==> src/rtl/orbit_apsides_from_state_unit_defines.svh <==
// ----------------------------------------------------------------------------
// Orbit apsides unit assertion macros
// Clocked assertion shorthands for the top-level RTL file of the block.
// ----------------------------------------------------------------------------
`ifndef ORBIT_APSIDES_FROM_STATE_UNIT_DEFINES_SVH
`define ORBIT_APSIDES_FROM_STATE_UNIT_DEFINES_SVH

// check a property on every rising clock edge outside reset
`define OAS_ASSERT(name, prop, msg) \
  name: assert property (@(posedge clk) disable iff (rst) prop) else $error(msg);

// check a property on every rising clock edge, reset included
`define OAS_ASSERT_ALWAYS(name, prop, msg) \
  name: assert property (@(posedge clk) prop) else $error(msg);

`endif

==> src/rtl/oas_pkg.sv <==
// ----------------------------------------------------------------------------
// Orbit apsides package
// Types, constants and helper functions shared by the orbit apsides unit.
// ----------------------------------------------------------------------------
`default_nettype none

package oas_pkg;

  localparam logic [30:0] GRAV_RESET   = 31'd398600;
  localparam logic [19:0] RADIUS_RESET = 20'd6378;
  localparam logic [63:0] SAT64        = 64'h7FFF_FFFF_FFFF_FFFF;
  localparam logic [30:0] OUT_MAX      = 31'h7FFF_FFFF;
  localparam logic [30:0] NE_APOGEE    = 31'd99999;

  typedef enum logic [1:0] {
    OP_MUL  = 2'd0,
    OP_DIV  = 2'd1,
    OP_SQRT = 2'd2
  } alu_op_t;

  typedef struct packed {
    logic    start;
    alu_op_t op;
    logic    sat;
  } alu_req_t;

  typedef struct packed {
    logic busy;
    logic done;
  } alu_stat_t;

  function automatic logic [31:0] abs32(input logic [31:0] x);
    abs32 = x[31] ? (~x + 32'd1) : x;
  endfunction

  function automatic logic [63:0] abs64(input logic [63:0] x);
    abs64 = x[63] ? (~x + 64'd1) : x;
  endfunction

  function automatic logic [30:0] clamp31(input logic signed [65:0] v);
    if (v < 66'sd0) begin
      clamp31 = '0;
    end else if (v > $signed({35'd0, OUT_MAX})) begin
      clamp31 = OUT_MAX;
    end else begin
      clamp31 = v[30:0];
    end
  endfunction

endpackage

`default_nettype wire

==> src/rtl/orbit_apsides_from_state_unit.sv <==
// ----------------------------------------------------------------------------
// Orbit apsides from state vector
// Apogee, perigee and period of a two-body orbit from one position and
// velocity sample, worked out on one shared iterative arithmetic unit.
// ----------------------------------------------------------------------------
// Usage:
//   Input stream: one word holds pos_x..vel_z (32 bits each, pos_x lowest).
//   Output stream: one word per input with apogee, perigee and period.
//   Configuration: cfg_we writes grav_param (index 0) or body_radius
//   (index 1) from cfg_data; write only while the block is idle.
//   Sequencing: a sequencer issues 28 operations to the shared unit, each
//   through an issue and a wait state; a multiply runs until its multiplier
//   is shifted out, a divide through all 64 quotient bits and a square root
//   through every result bit. A non-elliptic orbit stops after the eighth
//   operation.
//   s_axis_tready is high only while no word is in work; one word at a time.
//   The result sits in an output register; the next input word is taken
//   while it waits. If the receiver stalls, the block holds its next
//   result until the output register frees.
//   Reset: synchronous; restores the default gravity and radius and drops
//   any word in work.
// ----------------------------------------------------------------------------
`default_nettype none

`include "orbit_apsides_from_state_unit_defines.svh"

module orbit_apsides_from_state_unit import oas_pkg::*; (
  input  wire logic         clk,
  input  wire logic         rst,
  input  wire logic         s_axis_tvalid,
  output logic              s_axis_tready,
  // pos_x, pos_y, pos_z, vel_x, vel_y, vel_z
  input  wire logic [191:0] s_axis_tdata,
  output logic              m_axis_tvalid,
  input  wire logic         m_axis_tready,
  // apogee[30:0], perigee[62:31], period_s[93:63], zero pad
  output logic [95:0]       m_axis_tdata,
  input  wire logic         cfg_we,
  input  wire logic         cfg_index,
  input  wire logic [30:0]  cfg_data
);

  typedef enum logic [3:0] {
    ST_IDLE   = 4'b0001,
    ST_ISSUE  = 4'b0010,
    ST_WAIT   = 4'b0100,
    ST_FINISH = 4'b1000
  } state_t;

  typedef enum logic [4:0] {
    SP_RX2, SP_RY2, SP_RZ2, SP_RSQRT,
    SP_VX2, SP_VY2, SP_VZ2, SP_VR, SP_NUM, SP_SEMI,
    SP_HX0, SP_HX1, SP_HY0, SP_HY1, SP_HZ0, SP_HZ1,
    SP_HSX, SP_HSY, SP_HSZ, SP_HQ, SP_EDEN, SP_AA, SP_Q,
    SP_AESQ, SP_AE, SP_AAMU, SP_A3, SP_S
  } step_t;

  state_t      state;
  step_t       step;
  logic [30:0] mu;
  logic [19:0] radius;

  logic [17:0] rmag [3];
  logic        rneg [3];
  logic [23:0] vmag [3];
  logic        vneg [3];

  logic [63:0] acc;
  logic [17:0] rm;
  logic [63:0] vr;
  logic [63:0] a_r;
  logic [63:0] prod0;
  logic [63:0] hx;
  logic [63:0] hy;
  logic [63:0] hz;
  logic [63:0] hq;
  logic [63:0] eden;
  logic [63:0] enum_r;
  logic [63:0] aa;
  logic [63:0] tq;
  logic [31:0] ae;
  logic [31:0] s;
  logic        noell;

  alu_req_t    req;
  alu_stat_t   stat;
  logic [63:0] opa;
  logic [63:0] opb;
  logic [63:0] res;
  logic        pneg;

  logic [63:0] sres;
  logic [63:0] eden_w;
  logic [63:0] en_w;
  logic [63:0] mu2;

  logic signed [65:0] apo_w;
  logic signed [65:0] peri_w;
  logic [35:0]        per_w;
  logic [30:0]        apo_o;
  logic [31:0]        peri_o;
  logic [30:0]        per_o;

  oas_alu u_alu (
    .clk  (clk),
    .rst  (rst),
    .req  (req),
    .opa  (opa),
    .opb  (opb),
    .stat (stat),
    .res  (res)
  );

  assign s_axis_tready = (state == ST_IDLE);
  assign mu2           = {32'd0, mu, 1'b0};

  always_ff @(posedge clk) begin
    if (rst) begin
      mu     <= GRAV_RESET;
      radius <= RADIUS_RESET;
    end else if (cfg_we) begin
      if (cfg_index == 1'b0) begin
        mu <= cfg_data;
      end else begin
        radius <= cfg_data[19:0];
      end
    end
  end

  always_comb begin
    req.start = (state == ST_ISSUE);
    req.op    = OP_MUL;
    req.sat   = 1'b1;
    opa       = '0;
    opb       = '0;
    pneg      = 1'b0;
    unique case (step)
      SP_RX2: begin
        opa = 64'(rmag[0]);
        opb = 64'(rmag[0]);
      end
      SP_RY2: begin
        opa = 64'(rmag[1]);
        opb = 64'(rmag[1]);
      end
      SP_RZ2: begin
        opa = 64'(rmag[2]);
        opb = 64'(rmag[2]);
      end
      SP_RSQRT: begin
        req.op = OP_SQRT;
        opa    = acc;
      end
      SP_VX2: begin
        opa = 64'(vmag[0]);
        opb = 64'(vmag[0]);
      end
      SP_VY2: begin
        opa = 64'(vmag[1]);
        opb = 64'(vmag[1]);
      end
      SP_VZ2: begin
        opa = 64'(vmag[2]);
        opb = 64'(vmag[2]);
      end
      SP_VR: begin
        opa = acc;
        opb = 64'(rm);
      end
      SP_NUM: begin
        opa = 64'(mu);
        opb = 64'(rm);
      end
      SP_SEMI: begin
        req.op = OP_DIV;
        opa    = acc;
        opb    = mu2 - vr;
      end
      SP_HX0: begin
        opa  = 64'(rmag[1]);
        opb  = 64'(vmag[2]);
        pneg = rneg[1] ^ vneg[2];
      end
      SP_HX1: begin
        opa  = 64'(rmag[2]);
        opb  = 64'(vmag[1]);
        pneg = rneg[2] ^ vneg[1];
      end
      SP_HY0: begin
        opa  = 64'(rmag[2]);
        opb  = 64'(vmag[0]);
        pneg = rneg[2] ^ vneg[0];
      end
      SP_HY1: begin
        opa  = 64'(rmag[0]);
        opb  = 64'(vmag[2]);
        pneg = rneg[0] ^ vneg[2];
      end
      SP_HZ0: begin
        opa  = 64'(rmag[0]);
        opb  = 64'(vmag[1]);
        pneg = rneg[0] ^ vneg[1];
      end
      SP_HZ1: begin
        opa  = 64'(rmag[1]);
        opb  = 64'(vmag[0]);
        pneg = rneg[1] ^ vneg[0];
      end
      SP_HSX: begin
        req.sat = 1'b0;
        opa     = abs64(hx);
        opb     = abs64(hx);
      end
      SP_HSY: begin
        req.sat = 1'b0;
        opa     = abs64(hy);
        opb     = abs64(hy);
      end
      SP_HSZ: begin
        req.sat = 1'b0;
        opa     = abs64(hz);
        opb     = abs64(hz);
      end
      SP_HQ: begin
        req.op = OP_DIV;
        opa    = abs64(acc);
        opb    = 64'(mu);
      end
      SP_EDEN: begin
        opa = 64'(mu);
        opb = a_r;
      end
      SP_AA: begin
        opa = a_r;
        opb = a_r;
      end
      SP_Q: begin
        req.op = OP_DIV;
        opa    = aa;
        opb    = eden;
      end
      SP_AESQ: begin
        opa = tq;
        opb = enum_r;
      end
      SP_AE: begin
        req.op = OP_SQRT;
        opa    = tq;
      end
      SP_AAMU: begin
        req.op = OP_DIV;
        opa    = aa;
        opb    = 64'(mu);
      end
      SP_A3: begin
        opa = tq;
        opb = a_r;
      end
      SP_S: begin
        req.op = OP_SQRT;
        opa    = tq;
      end
      default: opa = '0;
    endcase
  end

  assign sres   = pneg ? (~res + 64'd1) : res;
  assign eden_w = (res == '0) ? 64'd1 : res;
  assign en_w   = eden_w - hq;

  assign apo_w  = $signed({2'b00, a_r}) + $signed({34'd0, ae}) - $signed({46'd0, radius});
  assign peri_w = $signed({2'b00, a_r}) - $signed({34'd0, ae}) - $signed({46'd0, radius});
  assign per_w  = {2'b00, s, 2'b00} + {3'b000, s, 1'b0} + {6'd0, s[31:2]};

  always_comb begin
    if (noell) begin
      apo_o  = NE_APOGEE;
      peri_o = {14'd0, rm} - {12'd0, radius};
      per_o  = '0;
    end else begin
      apo_o  = clamp31(apo_w);
      peri_o = {1'b0, clamp31(peri_w)};
      per_o  = (per_w > {5'd0, OUT_MAX}) ? OUT_MAX : per_w[30:0];
    end
  end

  always_ff @(posedge clk) begin
    if (rst) begin
      state         <= ST_IDLE;
      step          <= SP_RX2;
      m_axis_tvalid <= 1'b0;
    end else begin
      if ((state == ST_FINISH) && (!m_axis_tvalid || m_axis_tready)) begin
        m_axis_tvalid <= 1'b1;
      end else if (m_axis_tvalid && m_axis_tready) begin
        m_axis_tvalid <= 1'b0;
      end
      unique case (state)
        ST_IDLE: if (s_axis_tvalid) begin
          step  <= SP_RX2;
          state <= ST_ISSUE;
        end
        ST_ISSUE: state <= ST_WAIT;
        ST_WAIT: if (stat.done) begin
          if ((step == SP_VR) && (res >= mu2)) begin
            state <= ST_FINISH;
          end else if (step == SP_S) begin
            state <= ST_FINISH;
          end else begin
            step  <= step_t'(step + 5'd1);
            state <= ST_ISSUE;
          end
        end
        ST_FINISH: if (!m_axis_tvalid || m_axis_tready) begin
          state <= ST_IDLE;
        end
        default: state <= ST_IDLE;
      endcase
    end
  end

  always_ff @(posedge clk) begin
    if ((state == ST_IDLE) && s_axis_tvalid) begin
      for (int i = 0; i < 3; i++) begin
        rmag[i] <= 18'(abs32(s_axis_tdata[32*i +: 32]) >> 14);
        rneg[i] <= s_axis_tdata[32*i + 31];
        vmag[i] <= 24'(abs32(s_axis_tdata[32*(i+3) +: 32]) >> 8);
        vneg[i] <= s_axis_tdata[32*(i+3) + 31];
      end
      noell <= 1'b0;
    end
    if ((state == ST_WAIT) && stat.done) begin
      case (step)
        SP_RX2, SP_VX2, SP_NUM, SP_HSX: acc <= res;
        SP_RY2, SP_RZ2, SP_VY2, SP_VZ2, SP_HSY, SP_HSZ: acc <= acc + res;
        SP_RSQRT: rm <= (res == '0) ? 18'd1 : res[17:0];
        SP_VR: begin
          vr    <= res;
          noell <= (res >= mu2);
        end
        SP_SEMI: a_r <= res;
        SP_HX0, SP_HY0, SP_HZ0: prod0 <= sres;
        SP_HX1: hx <= prod0 - sres;
        SP_HY1: hy <= prod0 - sres;
        SP_HZ1: hz <= prod0 - sres;
        SP_HQ: hq <= acc[63] ? (~res + 64'd1) : res;
        SP_EDEN: begin
          eden   <= eden_w;
          enum_r <= en_w[63] ? 64'd0 : en_w;
        end
        SP_AA: aa <= res;
        SP_Q, SP_AESQ, SP_AAMU, SP_A3: tq <= res;
        SP_AE: ae <= res[31:0];
        SP_S: s <= res[31:0];
        default: tq <= tq;
      endcase
    end
    if ((state == ST_FINISH) && (!m_axis_tvalid || m_axis_tready)) begin
      m_axis_tdata <= {2'b00, per_o, peri_o, apo_o};
    end
  end

  `OAS_ASSERT(a_busy_after_accept, s_axis_tvalid && s_axis_tready |=> !s_axis_tready, "word in work")
  `OAS_ASSERT(a_done_in_wait, stat.done |-> state == ST_WAIT, "unit finished outside wait")
  `OAS_ASSERT(a_finish_unit_idle, state == ST_FINISH |-> !stat.busy, "unit still busy at finish")

endmodule

`default_nettype wire

==> src/rtl/oas_alu.sv <==
// ----------------------------------------------------------------------------
// Orbit apsides shared arithmetic unit
// Iterative 64-bit unit: shift-add multiply (saturating or wrapping),
// restoring divide and digit-by-digit floor square root, one step a cycle.
// ----------------------------------------------------------------------------
`default_nettype none

module oas_alu import oas_pkg::*; (
  input  wire logic        clk,
  input  wire logic        rst,
  input  wire alu_req_t    req,
  input  wire logic [63:0] opa,
  input  wire logic [63:0] opb,
  output alu_stat_t        stat,
  output logic [63:0]      res
);

  logic        busy;
  logic        done;
  alu_op_t     op_r;
  logic        sat_r;
  logic [63:0] x;
  logic [63:0] y;
  logic [63:0] z;
  logic        ovf;
  logic        satf;
  logic [5:0]  cnt;

  logic [64:0] msum;
  logic [64:0] dtry;
  logic [63:0] sroot;

  assign msum  = {1'b0, x} + {1'b0, y};
  assign dtry  = {x, y[63]};
  assign sroot = x + z;

  always_ff @(posedge clk) begin
    if (rst) begin
      busy <= 1'b0;
      done <= 1'b0;
    end else begin
      done <= 1'b0;
      if (req.start) begin
        busy <= 1'b1;
      end else if (busy) begin
        unique case (op_r)
          OP_MUL:  if (z == '0) begin
            busy <= 1'b0;
            done <= 1'b1;
          end
          OP_DIV:  if (cnt == 6'd63) begin
            busy <= 1'b0;
            done <= 1'b1;
          end
          OP_SQRT: if (z == '0) begin
            busy <= 1'b0;
            done <= 1'b1;
          end
          default: busy <= 1'b0;
        endcase
      end
    end
  end

  always_ff @(posedge clk) begin
    if (req.start) begin
      op_r  <= req.op;
      sat_r <= req.sat;
      x     <= '0;
      y     <= opa;
      z     <= (req.op == OP_SQRT) ? (64'd1 << 62) : opb;
      ovf   <= 1'b0;
      satf  <= 1'b0;
      cnt   <= '0;
    end else if (busy) begin
      case (op_r)
        OP_MUL: if (z != '0) begin
          if (z[0]) begin
            x <= msum[63:0];
            if (sat_r && (ovf || msum[64] || msum[63])) begin
              satf <= 1'b1;
            end
          end
          y   <= {y[62:0], 1'b0};
          ovf <= ovf | y[63] | y[62];
          z   <= {1'b0, z[63:1]};
        end
        OP_DIV: begin
          if (dtry >= {1'b0, z}) begin
            x <= 64'(dtry - {1'b0, z});
            y <= {y[62:0], 1'b1};
          end else begin
            x <= dtry[63:0];
            y <= {y[62:0], 1'b0};
          end
          cnt <= cnt + 6'd1;
        end
        OP_SQRT: if (z != '0) begin
          if (y >= sroot) begin
            y <= y - sroot;
            x <= {1'b0, x[63:1]} + z;
          end else begin
            x <= {1'b0, x[63:1]};
          end
          z <= {2'b00, z[63:2]};
        end
        default: x <= x;
      endcase
    end
  end

  always_comb begin
    case (op_r)
      OP_MUL:  res = (sat_r && satf) ? SAT64 : x;
      OP_DIV:  res = y;
      default: res = x;
    endcase
  end

  assign stat.busy = busy;
  assign stat.done = done;

endmodule

`default_nettype wire
==> config.mk <==
export PLATFORM = sky130hd
export DESIGN_NAME = orbit_apsides_from_state_unit
export DESIGN_NICKNAME = d
export VERILOG_FILES = /design/src/rtl/oas_pkg.sv /design/src/rtl/orbit_apsides_from_state_unit.sv /design/src/rtl/oas_alu.sv
export VERILOG_INCLUDE_DIRS = /design/src /design/src/rtl
export SDC_FILE = /design/constraint.sdc
export NUM_CORES = 2
export LEC_CHECK = 0
export BUFFER_PORTS_ARGS = -buffer_cell sky130_fd_sc_hd__buf_2
export CAP_MARGIN = 10
export CORE_ASPECT_RATIO = 1.1
export CORE_MARGIN = 10
export CORE_UTILIZATION = 48
export CTS_BUF_LIST = sky130_fd_sc_hd__clkbuf_2 sky130_fd_sc_hd__clkbuf_4 sky130_fd_sc_hd__clkbuf_8
export CTS_CLUSTER_DIAMETER = 150
export DETAILED_ROUTE_END_ITERATION = 10
export PLACE_DENSITY_LB_ADDON = 0.3
export SYNTH_ARGS = -nofsm -noshare
export SYNTH_HDL_FRONTEND = slang
export SYNTH_HIERARCHICAL = 1
export SYNTH_SLANG_ARGS = --single-unit
==> constraint.sdc <==
create_clock -name clk -period 23.7 [get_ports clk]
set_input_delay 4.74 -clock clk [delete_from_list [all_inputs] [get_ports clk]]
set_output_delay 4.74 -clock clk [all_outputs]
set_load 0.03 [all_outputs]
# ---- Yosys cells after proc, flatten, opt, wreduce, memory -nomap -nowiden
# Memories as Yosys holds them, arrays and structs flattened.
# Cells that the tools add are included.
dict set report classes {
  add_sub_neg 29
  n_lt_le_gt_ge 8
  eq_ne 46
  n_mux 72
  n_bitwise 21
  n_reduce_logical 70
}
# op count
set op_table {}
lappend op_table {{$pmux W64 S15} 2}
lappend op_table {{$mux W64} 23}
lappend op_table {{$pmux W64 S2} 3}
lappend op_table {{$pmux W64 S3} 2}
lappend op_table {{$add A64 B1 Y64 const B} 5}
lappend op_table {{$not A64 Y64} 5}
lappend op_table {{$sub A64 B64 Y64} 4}
lappend op_table {{$add A32 B1 Y32 const B} 6}
lappend op_table {{$mux W32} 6}
lappend op_table {{$not A32 Y32} 6}
lappend op_table {{$mux W31} 5}
lappend op_table {{$gt A66 B32 Y1 const B} 2}
lappend op_table {{$lt A66 B1 Y1 const B} 2}
lappend op_table {{$add A64 B64 Y64} 2}
lappend op_table {{$logic_not A64 Y1} 2}
lappend op_table {{$sub A65 B20 Y66} 1}
lappend op_table {{$sub A65 B21 Y66} 1}
lappend op_table {{$add A64 B32 Y65} 1}
lappend op_table {{$add A64 B64 Y65} 1}
lappend op_table {{$ge A65 B64 Y1} 1}
lappend op_table {{$sub A64 B32 Y65} 1}
lappend op_table {{$add A63 B64 Y64} 1}
lappend op_table {{$ge A64 B32 Y1} 1}
lappend op_table {{$ge A64 B64 Y1} 1}
lappend op_table {{51 further kinds} 162}
dict set report word_totals {
  regBits 1211
  ram_bits 132
  in_bits 229
  output_inout_bits 98
  word_cells 286
  n_memories 4
}
# name words width rd rd_ports_with_merged_regs wr line_no
set mem_list {}
lappend mem_list {vmag 3 24 3 0 3 orbit_apsides_from_state_unit.sv:65} ;# logic [23:0] vmag [3];
lappend mem_list {rmag 3 18 3 0 3 orbit_apsides_from_state_unit.sv:63} ;# logic [17:0] rmag [3];
lappend mem_list {rneg 3 1 3 0 3 orbit_apsides_from_state_unit.sv:64} ;# logic rneg [3];
lappend mem_list {vneg 3 1 3 0 3 orbit_apsides_from_state_unit.sv:66} ;# logic vneg [3];

# ---- Depth between registers and ports, before layout
dict set report logic_depth {
  ltp_word 8
  ltp_mapped 36
  depth_no_buf 32
}

# ---- Hierarchy
# The synthesis kept the hierarchy.
# mod instances cells_each area_per_inst_um2 seq_area_each_um2
set modules_own_cells {}
lappend modules_own_cells {orbit_apsides_from_state_unit 1 8203 79273.5 33522.2}
lappend modules_own_cells {oas_alu 1 4083 30366.6 5415.2}

# ---- Worst setup path after synthesis
# Ideal clock, no wire load.
dict set report synth_timing {
  path_type {register to register}
  start {register state[3]}
  end {register eden[0], enable pin}
  setup_time_ps 768
  t_arrival_ps 10111
  t_required_ps 22932
  path_slack_ps 12820
  stages_incl_launch_ff 5
  n_path_buf 1
  period_less_slack_ps 10880
  cell_sequence {dfxtp_1 > nor4b_1 > nand2_1 > clkbuf_1 > nor3_1}
}
dict set report synth_via {
  elab_chain_cells 3
}
# item line_no
set synth_lines {}
lappend synth_lines {{start, declared} orbit_apsides_from_state_unit.sv:58} ;# state_t state;
lappend synth_lines {{start signal, assigned} orbit_apsides_from_state_unit.sv:289} ;# state <= ST_IDLE;
lappend synth_lines {{start signal, assigned} orbit_apsides_from_state_unit.sv:301} ;# state <= ST_ISSUE;
lappend synth_lines {{start signal, assigned} orbit_apsides_from_state_unit.sv:303} ;# ST_ISSUE: state <= ST_WAIT;
lappend synth_lines {{$eq A4 B3 Y1} orbit_apsides_from_state_unit.sv:332} ;# if ((state == ST_WAIT) && stat.done) begin
lappend synth_lines {{$logic_and A1 B1 Y1} orbit_apsides_from_state_unit.sv:332}
lappend synth_lines {{$reduce_and A2 Y1 (no source line)} -}
lappend synth_lines {{end signal, assigned} orbit_apsides_from_state_unit.sv:348} ;# eden <= eden_w;
lappend synth_lines {{end, declared} orbit_apsides_from_state_unit.sv:77} ;# logic [63:0] eden;
# No other way between the ends.
# A chain may end at the register's enable or synchronous reset.

# ---- Worst setup path after layout
dict set report layout_timing {
  start {register u_alu.op_r[1]}
  end {register enum_r[51], data pin}
}
dict set report layout_via {
  elab_chain_cells 5
  word_cells_on_any_way 6
  cone_classes {1 x add/sub; 1 x eq/ne; 2 x mux; 2 x reduce/logical}
}
# item line_no
set layout_lines {}
lappend layout_lines {{start, declared} oas_alu.sv:20} ;# alu_op_t op_r;
lappend layout_lines {{start signal, assigned} oas_alu.sv:67} ;# op_r <= req.op;
lappend layout_lines {{$eq A2 B1 Y1 or $logic_not A2 Y1 (tied branches)} oas_alu.sv:113} ;# case (op_r)
lappend layout_lines {{$pmux W64 S2 (*)} oas_alu.sv:113}
lappend layout_lines {{net res[1]} orbit_apsides_from_state_unit.sv:89} ;# logic [63:0] res;
lappend layout_lines {{$logic_not A64 Y1} orbit_apsides_from_state_unit.sv:268} ;# assign eden_w = (res == '0) ? 64'd1 : res;
lappend layout_lines {{$mux W64 (*)} orbit_apsides_from_state_unit.sv:268}
lappend layout_lines {{net eden_w[1]} orbit_apsides_from_state_unit.sv:93} ;# logic [63:0] eden_w;
lappend layout_lines {{$sub A64 B64 Y64 (*)} orbit_apsides_from_state_unit.sv:269} ;# assign en_w = eden_w - hq;
lappend layout_lines {{end signal, assigned} orbit_apsides_from_state_unit.sv:349} ;# enum_r <= en_w[63] ? 64'd0 : en_w;
lappend layout_lines {{end, declared} orbit_apsides_from_state_unit.sv:78} ;# logic [63:0] enum_r;
# The timed path passes the listed nets; every way through them passes the cells marked *.

==> results.sh <==
export IMPL_status="complete, no violations"
export IMPL_synth_cells=12300
export IMPL_synth_avg_cell_area_um2=8.92
export IMPL_slew_violations=0
export IMPL_final_nets=13500
export IMPL_powerDensity_mw_per_mm2=84.4
export IMPL_row_count=183
export IMPL_finClkSkew_ps=101
export IMPL_ys_warn_count=6
export IMPL_area_growth_syn_to_layout_pct=9.05
export IMPL_final_common_cell="edfxtp_1"
export IMPL_cts_buffer_depth=3
export IMPL_p_leak_nw=46.3
export IMPL_swShare=0.430
export IMPL_p_switching_mw=4.34
export IMPL_cts_made_buffers=229
export IMPL_cts_setup_buffers=0
export IMPL_path_clk_slew_ps=70
export IMPL_drive_above_1_share=0.0914
export IMPL_arrival_ps=12440
export IMPL_slowest_stage="ha_4"
export IMPL_worst_pin_slew_ps=1290
export IMPL_cts_sinks=1342
export IMPL_finalSetupViolCount=0
export IMPL_fin_area_mm2=0.120
export IMPL_intPower_mw=5.75
export IMPL_worst_path_max_fanout=51
export IMPL_timing_fmax_ghz=0.0857
export IMPL_clk_latency_ps=1070
export IMPL_grt_max_degree=128
export IMPL_p_clk_frac=0.228
export IMPL_first_pass_iters=10
export IMPL_viasPerCell=6.64
export IMPL_cts_htree_levels=4
export IMPL_start_kind="flip-flop"
export IMPL_port_buffers=324
export IMPL_peakVddDrop_mv=0.0805
export IMPL_reg_top3="m_axis_tdata x94, vmag x72"
export IMPL_path_class="flip-flop to flip-flop"
export IMPL_overflow=0
export IMPL_seqPwrFrac=0.303
export IMPL_ant_nets=0
export IMPL_die_w_um=476
export IMPL_end_kind="flip-flop"
export IMPL_fin_tns_setup_ps=0
export IMPL_drv_cap=0
export IMPL_drc=0
export IMPL_grt_pass1_vias=97900
export IMPL_preCtsSetupSlack_ps=12190
export IMPL_io_pins=327
export IMPL_setup_slack_ps=12030
export IMPL_cts_resized=0
export IMPL_syn_area_mm2=0.110
export IMPL_max_stage_delay_ps=520
export IMPL_start_util=0.484
export IMPL_core_mm2=0.227
export IMPL_die_area_mm2=0.248
export IMPL_cts_root_buf="clkbuf_8"
export IMPL_crit_required_ps=24460
export IMPL_wire_per_inst_um=29.6
export IMPL_final_cell_mix="edfxtp_1, nand2_1, a21oi_1"
export IMPL_grt_total_usage=0.356
export IMPL_globalplace_congestion=1.06
export IMPL_hold_path_class="flip-flop to flip-flop"
export IMPL_num_vias=104000
export IMPL_total_power_mw=10.1
export IMPL_slew_headroom=0.139
export IMPL_cts_hold_buffers=0
export IMPL_largest_reg_flops=94
export IMPL_hpwl_um=369000
export IMPL_place_area_mm2=0.115
export IMPL_hold_viol_final=0
export IMPL_min_period_ps=11670
export IMPL_grt_antenna_before_repair=32
export IMPL_wirelength_um=462000
export IMPL_p_comb_frac=0.469
export IMPL_cts_tree="yes"
export IMPL_die_height_um=521
export IMPL_drtIter0Drc=13600
export IMPL_regMostFlops="m_axis_tdata"
export IMPL_grt_setup_unrepaired="no"
export IMPL_min_period_over_period=0.492
export IMPL_grt_pass1_wl_um=662000
[layer usage]
metal / up-vias / wire length, um / part of all wire / GRT usage
met3: 1169 / 49000 / 0.11 / 0.0810
met1: 50100 / 181000 / 0.39 / 0.463
met5: - / 211 / 0.00046 / 0
li1: 46300 / - / - / -
met4: 20 / 31800 / 0.069 / 0.204
met2: 5909 / 200000 / 0.43 / 0.541
[area by class of cell]
cell class	instances	area (um2)
fill	20900	107000
multi-input combinational	9584	65900
sequential	1342	38900
clock buffer	310	3850
tap	2960	3700
timing repair buffer	560	3410
inverter	693	2610
clock inverter	119	1080
antenna	17	42.5
[worst max-delay path, delay by kind of cell (launching register included)]
family	cells	cell delay, ps
flip-flops	1	470
multiplexers	1	300
AND/OR/NAND/NOR	13	4590
AO/OA/AOI/OAI	11	3840
buffers and inverters	5	1160
adder cells (fa/ha/maj)	3	1010
[power by group through the flow]
stage	Combinational, mW	Clock [mW]	Sequential (mW)
2_1_floorplan	3.31	0	2.95
3_3_place_gp	4.56	0	3.08
3_5_place_dp	4.55	0	3.08
4_1_cts	4.59	2.32	3.03
5_1_grt	5.10	2.43	3.05
6_report	4.74	2.30	3.06
[metrics by stage]
| stage | utilization | hold WS, ps | std cells |
|---|---|---|---|
| after floorplan | - | 441 | 12300 |
| after detailed placement | 0.505 | 464 | 15100 |
| after CTS | 0.527 | 479 | 15600 |
| final | 0.527 | 497 | 15600 |
| after global routing | 0.527 | 523 | 15600 |
| after global placement | 0.505 | 456 | 15100 |
[worst paths after layout]
check | slack (ps) | from | cells past startpoint | to
max | 12030 | u_alu/op_r[1] | 33 | enum_r[51]
min | 500 | radius[13] | 2 | radius[13]
max reg2reg | 12030 | u_alu/op_r[1] | 33 | enum_r[51]
min reg2reg | 500 | radius[13] | 2 | radius[13]
Power figures use the tool's default switching activity.
